`src/hw/rtl/jeo_pkg.sv`:
```
// Shared constants for the ring elimination order block.
// No dependencies; imported by every module of the block.
`default_nettype none

package jeo_pkg;

	localparam int MAX_PEOPLE_DEF = 64;
	localparam int STEP_WIDTH_DEF = 16;

	// fixed field widths
	localparam int COUNT_W    = 7;
	localparam int STEP_CFG_W = 16;
	localparam int PERSON_W   = 7;
	localparam int CFG_IDX_W  = 2;
	localparam int CFG_DATA_W = 16;

	// register indexes
	localparam logic [CFG_IDX_W-1:0] REG_PEOPLE_COUNT = 2'd0;
	localparam logic [CFG_IDX_W-1:0] REG_STEP_LENGTH  = 2'd1;
	localparam logic [CFG_IDX_W-1:0] REG_START_PERSON = 2'd2;

endpackage

`default_nettype wire

```
`src/hw/rtl/jeo_mod.sv`:
```
// Iterative remainder unit, one quotient bit per cycle (restoring).
// Depends on jeo_pkg. Used by josephus_elimination_order for the skip count.
`default_nettype none

module jeo_mod
	import jeo_pkg::*;
#(
	parameter int DIVIDEND_W = STEP_WIDTH_DEF,
	parameter int DIVISOR_W  = 7
) (
	input  wire logic                  clk,
	input  wire logic                  arst_n,
	input  wire logic                  start,
	input  wire logic [DIVIDEND_W-1:0] dividend,
	input  wire logic [DIVISOR_W-1:0]  divisor,
	output logic      [DIVISOR_W-1:0]  rem,
	output logic                       done
);

	localparam int CNT_W = $clog2(DIVIDEND_W + 1);

	logic [DIVISOR_W-1:0]  rem_q;
	logic [DIVIDEND_W-1:0] bits_q;
	logic [CNT_W-1:0]      cnt_q;
	logic                  busy_q;
	logic                  done_q;

	logic [DIVISOR_W:0]    trial;
	logic [DIVISOR_W:0]    diff;
	logic                  ge;
	logic [DIVISOR_W-1:0]  rem_nxt;

	// partial remainder stays below the divisor, so trial fits one extra bit
	assign trial   = {rem_q, bits_q[DIVIDEND_W-1]};
	assign ge      = trial >= {1'b0, divisor};
	assign diff    = trial - {1'b0, divisor};
	assign rem_nxt = ge ? diff[DIVISOR_W-1:0] : trial[DIVISOR_W-1:0];

	always_ff @(posedge clk or negedge arst_n) begin
		if (!arst_n) begin
			busy_q <= 1'b0;
			done_q <= 1'b0;
			cnt_q  <= '0;
		end else begin
			done_q <= 1'b0;
			if (start) begin
				busy_q <= 1'b1;
				cnt_q  <= CNT_W'(DIVIDEND_W);
			end else if (busy_q) begin
				cnt_q <= cnt_q - 1'b1;
				if (cnt_q == CNT_W'(1)) begin
					busy_q <= 1'b0;
					done_q <= 1'b1;
				end
			end
		end
	end

	always_ff @(posedge clk) begin
		if (start) begin
			rem_q  <= '0;
			bits_q <= dividend;
		end else if (busy_q) begin
			rem_q  <= rem_nxt;
			bits_q <= bits_q << 1;
		end
	end

	assign rem  = rem_q;
	assign done = done_q;

endmodule

`default_nettype wire

```
`src/hw/rtl/josephus_elimination_order.sv`:
```
// Channel   | Dir | Word contents (low bit up)
// s_axis    | in  | tdata: direction[0], zeros[7:1]
// m_axis    | out | tdata: person[6:0], zero[7]; tlast: last; tuser: error
// cfg       | in  | cfg_index selects people_count / step_length / start_person
//
// One run per input word. A run builds the ring, then for each of the n-1
// eliminations runs the remainder unit and then walks the links, where
// moves = (step-1) mod remaining; each link hop is one registered read of the
// link memory. A bad start yields a single error word.
// Reset clears control only; link memories need no clearing pass.
// A stalled m_axis holds the run; s_axis is taken only between runs.
// Depends on jeo_pkg and jeo_mod.
`default_nettype none

module josephus_elimination_order
	import jeo_pkg::*;
#(
	parameter int MAX_PEOPLE = MAX_PEOPLE_DEF,
	parameter int STEP_WIDTH = STEP_WIDTH_DEF
) (
	input  wire logic                  clk,
	input  wire logic                  arst_n,
	input  wire logic                  s_axis_tvalid,
	output logic                       s_axis_tready,
	input  wire logic [7:0]            s_axis_tdata,   // [0] direction, [7:1] zero
	output logic                       m_axis_tvalid,
	input  wire logic                  m_axis_tready,
	output logic [7:0]                 m_axis_tdata,   // [6:0] person, [7] zero
	output logic                       m_axis_tlast,   // last
	output logic                       m_axis_tuser,   // [0] error
	input  wire logic                  cfg_valid,
	output logic                       cfg_ready,
	input  wire logic [CFG_IDX_W-1:0]  cfg_index,
	input  wire logic [CFG_DATA_W-1:0] cfg_data
);

	localparam int IW = $clog2(MAX_PEOPLE);
	localparam int CW = $clog2(MAX_PEOPLE + 1);

	typedef enum logic [2:0] {
		ST_IDLE, ST_ERR, ST_BUILD, ST_DIV_GO, ST_DIV_WAIT, ST_WALK_A, ST_WALK_B, ST_FINAL
	} state_t;

	state_t state_q;

	logic [COUNT_W-1:0]    people_q;
	logic [STEP_CFG_W-1:0] step_q;
	logic [COUNT_W-1:0]    start_q;

	logic          dir_q;
	logic [IW-1:0] n_last_q;
	logic [IW-1:0] idx_q;
	logic [IW-1:0] cur_q;
	logic [CW-1:0] remaining_q;
	logic [CW-1:0] moves_q;
	logic          div_go_q;

	logic [PERSON_W-1:0] out_person_q;
	logic                out_last_q;
	logic                out_error_q;
	logic                out_valid_q;

	// link memories
	logic [IW-1:0] next_mem [MAX_PEOPLE];
	logic [IW-1:0] prev_mem [MAX_PEOPLE];
	logic [IW-1:0] next_rd_s1;
	logic [IW-1:0] prev_rd_s1;

	logic          mem_we;
	logic [IW-1:0] n_waddr, n_wdata, p_waddr, p_wdata;

	logic          bad_start;
	logic          out_free;
	logic          unlink;
	logic [CW-1:0] rem_dec;
	logic [IW-1:0] walk_nxt;

	logic [STEP_WIDTH+STEP_CFG_W-1:0] step_ext;
	logic [STEP_WIDTH-1:0]            dividend;
	logic [CW-1:0]                    div_rem;
	logic                             div_done;

	assign cfg_ready = 1'b1;

	always_ff @(posedge clk or negedge arst_n) begin
		if (!arst_n) begin
			people_q <= COUNT_W'(1);
			step_q   <= STEP_CFG_W'(1);
			start_q  <= COUNT_W'(1);
		end else if (cfg_valid) begin
			case (cfg_index)
				REG_PEOPLE_COUNT: people_q <= cfg_data[COUNT_W-1:0];
				REG_STEP_LENGTH:  step_q   <= cfg_data[STEP_CFG_W-1:0];
				REG_START_PERSON: start_q  <= cfg_data[COUNT_W-1:0];
				default: ;
			endcase
		end
	end

	assign bad_start = (people_q == '0) || (people_q > COUNT_W'(MAX_PEOPLE))
		|| (start_q == '0) || (start_q > people_q);

	// skip count is (step-1) mod remaining; a zero step wraps to 2^STEP_WIDTH
	assign step_ext = {{STEP_WIDTH{1'b0}}, step_q};
	assign dividend = step_ext[STEP_WIDTH-1:0] - STEP_WIDTH'(1);

	jeo_mod #(
		.DIVIDEND_W (STEP_WIDTH),
		.DIVISOR_W  (CW)
	) u_mod (
		.clk      (clk),
		.arst_n   (arst_n),
		.start    (div_go_q),
		.dividend (dividend),
		.divisor  (remaining_q),
		.rem      (div_rem),
		.done     (div_done)
	);

	assign out_free = !out_valid_q || m_axis_tready;
	assign unlink   = (state_q == ST_WALK_B) && (moves_q == '0) && out_free;
	assign rem_dec  = remaining_q - 1'b1;
	assign walk_nxt = dir_q ? prev_rd_s1 : next_rd_s1;

	always_comb begin
		mem_we  = 1'b0;
		n_waddr = idx_q;
		p_waddr = idx_q;
		n_wdata = (idx_q == n_last_q) ? '0 : idx_q + 1'b1;
		p_wdata = (idx_q == '0) ? n_last_q : idx_q - 1'b1;
		if (state_q == ST_BUILD) begin
			mem_we = 1'b1;
		end else if (unlink) begin
			mem_we  = 1'b1;
			n_waddr = prev_rd_s1;
			n_wdata = next_rd_s1;
			p_waddr = next_rd_s1;
			p_wdata = prev_rd_s1;
		end
	end

	// the FSM never uses a read taken in the cycle of a write, so no forwarding is needed
	always_ff @(posedge clk) begin
		if (mem_we) begin
			next_mem[n_waddr] <= n_wdata;
			prev_mem[p_waddr] <= p_wdata;
		end
		next_rd_s1 <= next_mem[cur_q];
		prev_rd_s1 <= prev_mem[cur_q];
	end

	always_ff @(posedge clk or negedge arst_n) begin
		if (!arst_n) begin
			state_q      <= ST_IDLE;
			dir_q        <= 1'b0;
			n_last_q     <= '0;
			idx_q        <= '0;
			cur_q        <= '0;
			remaining_q  <= '0;
			moves_q      <= '0;
			div_go_q     <= 1'b0;
			out_valid_q  <= 1'b0;
			out_person_q <= '0;
			out_last_q   <= 1'b0;
			out_error_q  <= 1'b0;
		end else begin
			div_go_q <= 1'b0;
			if (out_valid_q && m_axis_tready)
				out_valid_q <= 1'b0;

			case (state_q)
				ST_IDLE: begin
					if (s_axis_tvalid) begin
						dir_q    <= s_axis_tdata[0];
						idx_q    <= '0;
						n_last_q <= IW'(people_q - 1'b1);
						state_q  <= bad_start ? ST_ERR : ST_BUILD;
					end
				end
				ST_ERR: begin
					if (out_free) begin
						out_valid_q  <= 1'b1;
						out_person_q <= '0;
						out_last_q   <= 1'b1;
						out_error_q  <= 1'b1;
						state_q      <= ST_IDLE;
					end
				end
				ST_BUILD: begin
					idx_q <= idx_q + 1'b1;
					if (idx_q == n_last_q) begin
						cur_q       <= IW'(start_q - 1'b1);
						remaining_q <= CW'(people_q);
						state_q     <= (n_last_q == '0) ? ST_FINAL : ST_DIV_GO;
						div_go_q    <= (n_last_q != '0);
					end
				end
				ST_DIV_GO: begin
					state_q <= ST_DIV_WAIT;
				end
				ST_DIV_WAIT: begin
					if (div_done) begin
						moves_q <= div_rem;
						state_q <= ST_WALK_A;
					end
				end
				ST_WALK_A: begin
					// links of cur_q land in the read registers at this edge
					state_q <= ST_WALK_B;
				end
				ST_WALK_B: begin
					if (moves_q != '0) begin
						cur_q   <= walk_nxt;
						moves_q <= moves_q - 1'b1;
						state_q <= ST_WALK_A;
					end else if (out_free) begin
						out_valid_q  <= 1'b1;
						out_person_q <= PERSON_W'(cur_q) + 1'b1;
						out_last_q   <= 1'b0;
						out_error_q  <= 1'b0;
						cur_q        <= walk_nxt;
						remaining_q  <= rem_dec;
						if (rem_dec == CW'(1)) begin
							state_q <= ST_FINAL;
						end else begin
							state_q  <= ST_DIV_GO;
							div_go_q <= 1'b1;
						end
					end
				end
				ST_FINAL: begin
					if (out_free) begin
						out_valid_q  <= 1'b1;
						out_person_q <= PERSON_W'(cur_q) + 1'b1;
						out_last_q   <= 1'b1;
						out_error_q  <= 1'b0;
						state_q      <= ST_IDLE;
					end
				end
				default: state_q <= ST_IDLE;
			endcase
		end
	end

	assign s_axis_tready = (state_q == ST_IDLE);
	assign m_axis_tvalid = out_valid_q;
	assign m_axis_tdata  = {1'b0, out_person_q};
	assign m_axis_tlast  = out_last_q;
	assign m_axis_tuser  = out_error_q;

endmodule

`default_nettype wire

```
`config.mk`:
```
export PLATFORM = sky130hd
export DESIGN_NAME = josephus_elimination_order
export DESIGN_NICKNAME = d
export VERILOG_FILES = /design/src/hw/rtl/jeo_pkg.sv /design/src/hw/rtl/jeo_mod.sv /design/src/hw/rtl/josephus_elimination_order.sv
export SDC_FILE = /design/constraint.sdc
export NUM_CORES = 1
export LEC_CHECK = 0
export BUFFER_PORTS_ARGS = -buffer_cell sky130_fd_sc_hd__buf_2
export CAP_MARGIN = 20
export CORE_ASPECT_RATIO = 1.25
export CORE_UTILIZATION = 40
export DETAILED_ROUTE_END_ITERATION = 8
export PLACE_DENSITY_LB_ADDON = 0.2
export SLEW_MARGIN = 20
export SYNTH_ARGS = -nofsm -noshare
export SYNTH_HDL_FRONTEND = slang
export SYNTH_HIERARCHICAL = 1
export SYNTH_SLANG_ARGS = --single-unit
```
`constraint.sdc`:
```
create_clock -name clk -period 5.6 [get_ports clk]
set_input_delay 1.68 -clock clk [delete_from_list [all_inputs] [get_ports clk]]
set_output_delay 1.68 -clock clk [all_outputs]
set_load 0.02 [all_outputs]
```
Word level (Yosys, flattened, before mapping)
Memory sizes are Yosys's and may differ from the RTL's. A register that Yosys moved wholly into a read port is not among the register bits.
Cells that the tools add are included.
Storage, ports and cells
  memory bits (writable): 768
  bits of input ports: 31
  register bits: 107
  memories kept: 2
  word-level logic and storage cells: 160
  output and inout port bits: 13
Memory list
  next_mem: depth 64, bits a word 6, rd ports 1, clocked after Yosys merged registers in 1, wr ports 1, line josephus_elimination_order.sv:64  | logic [IW-1:0] next_mem [MAX_PEOPLE];
  prev_mem: depth 64, bits a word 6, rd ports 1, clocked after Yosys merged registers in 1, wr ports 1, line josephus_elimination_order.sv:65  | logic [IW-1:0] prev_mem [MAX_PEOPLE];
Operators by class
  add/sub/neg operators: 10
  reductions and logical operators: 35
  order comparisons: 3
  multiplexer cells: 69
  eq/ne operators: 21
Operators by type and width (count)
  two-way mux 6 bit: 15
  two-way mux 7 bit: 9
  two-way mux 16 bit: 2
  one-hot mux 7 bit (2 select lines): 2
  two-way mux 3 bit: 8
  one-hot mux 6 bit (2 select lines): 2
  two-way mux 1 bit: 22
  zero test 7 bit: 3
  one-hot mux 3 bit (7 select lines): 1
  one-hot mux 7 bit (3 select lines): 1
  subtractor 6 x 1 -> 6 bit, second input constant: 3
  subtractor 16 x 1 -> 16 bit, second input constant: 1
  subtractor 7 x 1 -> 7 bit, second input constant: 2
  equality test 3 bit, second input constant: 4
  zero test 6 bit: 2
  two-way mux 5 bit: 2
  != test 2 bit, second input constant: 5
  AND reduction 2 bit: 5
  nonzero test 2 bit: 5
  AND reduction 3 bit: 3
  >= comparator 8 x 7 -> 1 bit: 1
  AND reduction 4 bit: 2
  adder 6 x 1 -> 7 bit, second input constant: 1
  equality test 7 x 1 -> 1 bit, second input constant: 1
  26 further kinds: 36

Logic depth before layout (Yosys ltp)
Gate-level depths: netlist (run 1).
  depth after elaboration: 7
  gate-level depth with buffers: 10

By module
The synthesis (run 1) kept the hierarchy.
Modules (own cells, without submodules)
  josephus_elimination_order: area each 35280.1 µm², instances 1, cells an instance 2017, seq. area each 25233.0 µm²
  jeo_mod: area each 1749.2 µm², instances 1, cells an instance 160, seq. area each 795.8 µm²

Worst setup path after synthesis (run 1)
OpenSTA, ideal clock, no wires.
  path type: input-to-reg
  start: in m_axis_tready
  end: mem next_mem[0][5] (netlist bit), data pin
  stages on the path: 6
  required time: 4.898 ns
  arrival: 5.247 ns
  library setup time: 0.702 ns
  path buffers: 2
  setup slack: -0.349 ns
  path through: nor2b_1 nor4_4 buf_6 buf_6 or2_2 o21ai_0
Between the ends
  cells in the longest elaborated chain, start to end: 4
RTL lines
  start, declared: line josephus_elimination_order.sv:27  | input wire logic m_axis_tready,
  logical OR 1 bit: line josephus_elimination_order.sv:120  | assign out_free = !out_valid_q || m_axis_tready;
  logical AND 1 bit: line josephus_elimination_order.sv:121  | assign unlink = (state_q == ST_WALK_B) && (moves_q == '0) && out_free;
  two-way mux 6 bit: line josephus_elimination_order.sv:133  | end else if (unlink) begin
  two-way mux 6 bit: line josephus_elimination_order.sv:131  | if (state_q == ST_BUILD) begin
  via n_wdata[5]: line josephus_elimination_order.sv:70  | logic [IW-1:0] n_waddr, n_wdata, p_waddr, p_wdata;
  end, declared: line josephus_elimination_order.sv:64
The timed path passes the listed nets, and every way through them passes these cells.

Final worst setup path (run 1)
  start: reg state_q[1]
  end: out s_axis_tready
Between the ends
  cells in the longest elaborated chain, start to end: 1
RTL lines
  start, declared: line josephus_elimination_order.sv:44  | state_t state_q;
  start signal, assigned: line josephus_elimination_order.sv:177  | state_q <= bad_start ? ST_ERR : ST_BUILD;
  start signal, assigned: line josephus_elimination_order.sv:194  | state_q <= (n_last_q == '0) ? ST_FINAL : ST_DIV_GO;
  zero test 3 bit: line josephus_elimination_order.sv:245  | assign s_axis_tready = (state_q == ST_IDLE);
  end, declared: line josephus_elimination_order.sv:24  | output logic s_axis_tready,
No other way between the ends.

==> reports/qor_table.md, run 1 <==
| Result | Reported |
|---|---|
| List of cells traversed by the critical path | nor3_1 -> buf_2 |
| Core outline area | 91,500 µm² |
| Main flop type after synthesis | edfxtp_1 |
| Startpoint types | register |
| Latest clock arrival within the worst-skew pair | 0.67 ns |
| Post-synthesis instance total | 2,177 |
| Unrepaired setup endpoints after global routing | no |
| Initial DRC Count | 1,882 |
| Total Wirelength | 91.4 mm |
| Combined area of all synthesized cells | 37,000 µm² |
| Number of setup buffers added after CTS | 0 |
| Worst VDD drop | 0.520 mV |
| Layout area overhead | 13.4% |
| Library cell with the highest instance count after synthesis | edfxtp_1 |
| Library cell with the largest summed area after synthesis | edfxtp_1 |
| Minimum clock period | 3.97 ns |
| Fin worst setup slack | 1.63 ns |
| Vias in the first global route | 20,558 |
| Number of vias after detailed routing | 20,106 |
| Count of distinct cell types in the synthesized netlist | 90 |
| Last element of the critical path | s_axis_tready |
| Vertical die dimension | 342 µm |
| TritonRoute pass-1 iters | 8 |
| Total of buffers placed on input and output ports | 34 |
| Post-synth net total | 2,238 |
| Antenna viol nets, final | 0 |
| H-tree depth reported by CTS | 3 |
| Final number of hold-violating endpoints | 0 |
| Critical path's top delay family | simple AND/OR/NAND/NOR gates |
| Hold Path Class | register to register |
| Cell chosen for the clock root | clkbuf_16 |
| Crit. path cell count | 2 |
| Global routing usage summed across all routing layers | 19.7% |
| Routability congestion estimate from global placement | 0.857 |
| Achievable frequency | 0.252 GHz |
| Hold-fix buffers at CTS | 0 |
| Synth area leaders | edfxtp_1, mux4_2, dfrtp_1, mux2i_1, nor2_1 |
| Initial standard-cell utilization of the core | 40.5% |
| Critical setup path kind | register to primary output |
| Placed instance area | 39,100 µm² |
| Die X-Extent | 274 µm |
| Total non-filler cell area in the finished layout | 42,000 µm² |
| Buf+Inv Stages, Crit Path | 1 |
| Register area share after synthesis | 70.3% |
| Number of sinks driven by the clock tree | 887 |
| Failing checks | DRC |
| Fraction of registers with async set or reset after synthesis | 9.47% |
| CP Max Fanout | 25 |
| Number of max-cap violations | 0 |
| Critical path startpoint | state_q[1] |
| Final setup violation count | 0 |
| Std cell rows | 124 |
| Warnings, synthesis | 6 |
| Pre-CTS setup slack | 1.06 ns |
| TritonCTS Buffers | 86 |
| Worst relative slew slack | 29.4% |
| Critical-path top delay cell | nor3_1 |
| Layout cell share with drive strength beyond 1 | 23.4% |
| Flops & latches, synth | 887 |
| Static power due to leakage | 13.9 nW |
| Clock tree buffer depth | 3 |
| Clock tree from TritonCTS | built |
| Data required time of the worst path | 3.92 ns |
| Number of cell instances on the worst register-to-register path | 6 |
| Wire length of the first global-routing pass | 136 mm |
| Top cells by instance count after synthesis | edfxtp_1, nor2_1, mux4_2 |
| Largest clock skew in the final design | 0.0292 ns |
| Clock transition at the register clock pins on the worst setup and hold paths after CTS | 0.06 ns |
| Average instance area after synthesis | 17.0 µm² |
| Kind of end point of the critical path | primary output |
| Post-layout net count | 2,350 |
| Number of placed I/O pins | 44 |
| Number of diodes | 0 |
| Portion of the clock cycle consumed by the worst path in the final layout | 70.9% |
| Detail-routed via count per cell | 5.66 |
| Largest stage delay, worst path | 0.69 ns |
| Area of all sequential standard cells | 26,000 µm² |
| Area of the die | 93,800 µm² |
| Post-route DRC | 12 |
| Number of antenna violations at the first check in global routing | 2 |
| Routed length per placed instance | 25.7 µm |
| Total congestion overflow | 0 |
| Number of enable-type register cells in the synthesized netlist | 784 |
| Area of the multi-input gates | 10,300 µm² |
| Worst R2R Setup Slack | 1.90 ns |
| Worst Max-Slew Pin Slew | 1.05 ns |
| Worst endpoint data arrival time | 2.29 ns |
| Number of max-slew violations in the final report | 0 |
| Reg-to-Reg Start | state_q[1] |
| Power density over the cells | 578 nW/µm² |
| Largest net degree at the start of global routing | 65 |
| Number of resized instances in the post-cts repair step | 0 |
| Result of the run | finished, violations left |
| Worst R2R End | next_mem[38][1] |
| Area share of the largest cell type after synthesis | 63.6% |
| Filler cell count | 7,864 |
| HPWL after DPL | 59.1 mm |
-- report_power, final --
group,internal (W),switching [W]
clock,0.00342,0.00250
sequential,0.00941,0.000741
combinational,0.00291,0.00531
-- state kept, by name (all words and copies together), names as in the netlist, 3 cells and up --
signal and flops:
next_mem 384, prev_mem 384, step_q 16, u_mod/bits_q 16, moves_q 7, out_person_q 7, people_q 7, remaining_q 7
start_q 7, u_mod/rem 7, cur_q 6, idx_q 6, n_last_q 6, next_rd_s1 6, prev_rd_s1 6, u_mod/cnt_q 5
state_q 3
-- layer usage --
| metal | global-route usage [%] | vias to the layer above | part of all wire [%] | wire, µm |
|---|---|---|---|---|
| met2 | 33.7 | 592 | 51 | 46700 |
| met3 | 2.67 | 160 | 5.2 | 4720 |
| met1 | 25.5 | 10488 | 40 | 37000 |
| met5 | 0 | - | 0 | 0 |
| met4 | 7.75 | 0 | 3.4 | 3090 |
| li1 | - | 8866 | - | - |
-- worst register-to-register path, cell delays in order (launching register included) --
cell      delay, ns
dfrtp_1        0.80
nand3b_1       0.28
nor4_4         0.31
buf_4          0.43
a32o_1         0.32
nand2_1        0.48
nor2_1         0.72
-- how the worst min path moves through the flow --
| stage | from | endpoint | slack [ns] | cells past startpoint |
|---|---|---|---|---|
| after floorplan | remaining_q[6] | remaining_q[6] | 0.48 | 2 |
| after global placement | out_person_q[0] | out_person_q[0] | 0.46 | 2 |
| after detailed placement | out_person_q[0] | out_person_q[0] | 0.48 | 2 |
| after CTS | out_person_q[0] | out_person_q[0] | 0.49 | 2 |
| after global routing | out_person_q[2] | out_person_q[2] | 0.53 | 2 |
| final | out_person_q[0] | out_person_q[0] | 0.49 | 2 |
-- cells in the final DEF (no fill, tap or decap), types with 10 or more instances in the layout --
cell and n:
edfxtp_1 784, nor2_1 181, mux4_2 171, buf_4 109, nand2_1 96, clkbuf_16 87
dfrtp_1 78, mux2i_1 77, a21oi_1 56, mux2_2 51, inv_1 45, o21ai_0 40
o22ai_1 34, buf_2 33, ha_1 29, nor3_1 28, nand3_1 24, xnor2_1 24
a22oi_1 23, xor2_1 22, nand2b_1 22, clkinv_2 21, dfxtp_1 19, o221ai_1 16
clkinv_1 16, bufinv_16 12, a22o_1 11, nor3b_1 11, o31ai_1 11, nor2b_1 10
a211oi_1 10
-- per-stage QoR --
stage                     utilization [%]  cells  total power (W)  hold WS, ns  TNS (ns)
after detailed placement             42.7   3397           0.0186        0.479         0
after CTS                            45.9   3551           0.0245        0.493         0
after global placement               42.7   3397           0.0183        0.464         0
after global routing                 45.9   3552           0.0253        0.526         0
final                                45.9   3552           0.0243        0.486         0
after floorplan                         -   2177           0.0153        0.480    -89.52
-- cells by family after synthesis --
logic type      share of synthesized area (%)
compound gates                           5.57
xor+xnor                                 1.09
fa+ha+maj                                1.03
buf+inv                                  2.21
flops                                    70.3
mux                                      14.0
other cells                            0.0203
simple gates                             5.75
-- final cells by class --
cell class,count,share of cell area [%]
clock inverter,58,1.54
tap,1197,3.57
multi-input combinational,1121,24.6
timing repair buffer,147,2.60
clock buffer,96,5.29
inverter,46,0.411
sequential,887,62.0
Note: power is estimated with default switching activity, not from simulation.
==> run 2: changes to the inputs <==
Clock period 5.6 ns to 3.9 ns, I/O delays scaled along.
==> reports/qor_table.md, run 2 (same netlist as run 1, synthesis figures left out) <==
| Result | Reported | Delta |
|---|---|---|
| Vertical die dimension | 342 µm | unchanged |
| TritonRoute pass-1 iters | 7 | -1 |
| Detail-routed via count per cell | 5.60 | -1.0% |
| Routed length per placed instance | 25.1 µm | -2.6% |
| Hold-fix buffers at CTS | 0 | unchanged |
| Clock transition at the register clock pins on the worst setup and hold paths after CTS | 0.06 ns | about the same |
| Layout cell share with drive strength beyond 1 | 26.1% | +2.7 points |
| Buf+Inv Stages, Crit Path | 2 | +1 |
| Antenna viol nets, final | 0 | unchanged |
| Minimum clock period | 3.34 ns |  |
| Number of setup buffers added after CTS | 0 | unchanged |
| Post-route DRC | 18 | +6 |
| Static power due to leakage | 14.3 nW | +3.3% |
| Vias in the first global route | 21,087 | +2.6% |
| Cell chosen for the clock root | clkbuf_16 |  |
| Portion of the clock cycle consumed by the worst path in the final layout | 85.8% |  |
| Clock tree buffer depth | 3 | unchanged |
| Initial DRC Count | 1,775 | -5.7% |
| Core occupancy in the finished layout | 46.7% | +0.85 points |
| HPWL after DPL | 60.9 mm | +3.0% |
| Kind of end point of the critical path | primary output |  |
| H-tree depth reported by CTS | 3 | unchanged |
| Worst endpoint data arrival time | 2.17 ns | -0.12 ns |
| Number of max-slew violations in the final report | 0 | unchanged |
| Total placed cells including tap cells | 3,481 | +2.5% |
| Critical setup path kind | register to primary output |  |
| Worst Max-Slew Pin Slew | 0.817 ns | -0.238 ns |
| Critical-path top delay cell | dfrtp_1 |  |
| Crit. path cell count | 3 | +1 |
| Number of antenna violations at the first check in global routing | 0 | -2 |
| Final setup violation count | 0 | unchanged |
| Number of diodes | 0 | unchanged |
| Post-layout net count | 2,435 | +3.6% |
| Critical path's top delay family | buffers and inverters |  |
| Power density over the cells | 823 nW/µm² | +42% |
| Failing checks | DRC |  |
| Core outline area | 91,500 µm² | unchanged |
| List of cells traversed by the critical path | buf_4 -> nor3_1 -> buf_2 |  |
| Std cell rows | 124 | unchanged |
| CP Max Fanout | 14 | -44% |
| Total of buffers placed on input and output ports | 34 | unchanged |
| Number of max-cap violations | 0 | unchanged |
| TritonCTS Buffers | 87 | +1.2% |
| Most common library cell in the layout ignoring fill and taps | edfxtp_1 |  |
| Registers with the most flip-flops | next_mem (384), prev_mem (384) |  |
| Area of the die | 93,800 µm² | unchanged |
| Largest stage delay, worst path | 0.50 ns | -0.19 ns |
| Number of resized instances in the post-cts repair step | 0 | unchanged |
| Routability congestion estimate from global placement | 0.862 | +0.62% |
| Total congestion overflow | 0 | unchanged |
| Reg-to-Reg Start | moves_q[2] |  |
| Global routing usage summed across all routing layers | 19.7% | -0.051 points |
| Worst R2R Setup Slack | 0.62 ns | -1.28 ns |
| Hold Path Class | register to register |  |
| Number of cell instances on the worst register-to-register path | 6 | unchanged |
| Worst Min Path Start | out_person_q[2] |  |
| Largest net degree at the start of global routing | 65 | unchanged |
| Capture endpoint of the worst hold path | out_person_q[2] |  |
| Most frequent cells in the layout | edfxtp_1, nor2_1, buf_4, mux4_2, nand2_1 |  |
| Worst R2R End | next_mem[62][4] |  |
| Filler cell count | 7,774 | -1.1% |
| Unrepaired setup endpoints after global routing | no |  |
| Initial standard-cell utilization of the core | 40.5% | unchanged |
| Startpoint types | register |  |
| Number of vias after detailed routing | 20,399 | +1.5% |
| Achievable frequency | 0.299 GHz |  |
| Layout area overhead | 15.5% |  |
| Data required time of the worst path | 2.73 ns | -1.19 ns |
| Clock tree from TritonCTS | built |  |
| Largest clock skew in the final design | 0.0250 ns | -0.00419 ns |
| Total Wirelength | 91.3 mm | -0.13% |
| Latest clock arrival within the worst-skew pair | 0.66 ns | about the same |
| Die X-Extent | 274 µm | unchanged |
| Worst Hold Path Cells | 2 | unchanged |
| Final number of hold-violating endpoints | 0 | unchanged |
| Number of standard cells in the final layout excluding fillers | 3,642 | +2.5% |
| Wire length of the first global-routing pass | 136 mm | +0.45% |
| Number of sinks driven by the clock tree | 887 | unchanged |
| Worst VDD drop | 0.778 mV | +50% |
| Result of the run | finished, violations left |  |
| Total Neg Setup Slack | 0 ns | unchanged |
| Number of placed I/O pins | 44 | unchanged |
| Worst relative slew slack | 44.1% | +15 points |
run 2: cell count changes in the layout (fill, tap and decap cells not counted), moves of 5 or more:
cell | before | now
buf_4 | 109 | 181
buf_12 | 4 | 16
clkinv_2 | 21 | 15
clkbuf_1 | 8 | 13
clkinvlp_4 | 3 | 8
run 2: per-layer routing:
layer	track usage (%)	up-vias	part of all wire (%)
li1	-	9027	-
met3	2.85	134	5.1
met4	6.49	0	2.6
met1	25.4	10660	41
met2	34.1	578	51
met5	0	-	0
run 2: cell type report:
class,count,area (µm²),area share (%)
clock inverters,56,586,1.37
repair buffers,231,1870,4.38
well taps,1197,1500,3.50
inverters,46,173,0.404
flip-flops and latches,887,26000,60.9
clock buffers,104,2280,5.33
multi-input cells,1121,10300,24.1
run 2: worst register-to-register path: cells and delay by family, from the launching register on:
kind,cells,cell delay [ns]
AOI/OAI and AO/OA,1,0.25
buffers and inverters,1,0.27
DFF,1,0.43
and+or+nand+nor,4,1.96
run 2: report_power, final:
part	leakage (nW)	switching [W]	total [W]	internal (W)
logic	4.68	0.00781	0.0124	0.00457
clock network	1.39	0.00364	0.00845	0.00482
registers	8.27	0.000899	0.0144	0.0135
total	14.3	0.0123	0.0352	0.0229
run 2: through the flow:
stage / hold slack, ns / total power (W) / area, µm² / setup slack [ns]
3_5_place_dp: 0.465 / 0.0270 / 39900 / 0.0926
2_1_floorplan: 0.480 / 0.0218 / 37000 / -0.641
3_3_place_gp: 0.459 / 0.0267 / 39900 / 0.125
5_1_grt: 0.496 / 0.0367 / 42800 / 0.446
6_report: 0.475 / 0.0352 / 42800 / 0.555
4_1_cts: 0.478 / 0.0355 / 42800 / 0.446
run 2: worst max-delay path by stage:
stage                  startpoint              end  slack (ns)
floorplan           m_axis_tready   next_mem[0][0]       -0.64
CTS                    state_q[1]    s_axis_tready        0.45
global placement    m_axis_tready  next_mem[62][4]        0.12
finish                 state_q[1]    s_axis_tready        0.56
detailed placement  m_axis_tready  next_mem[62][4]        0.09
global route           state_q[0]  next_mem[23][3]        0.45
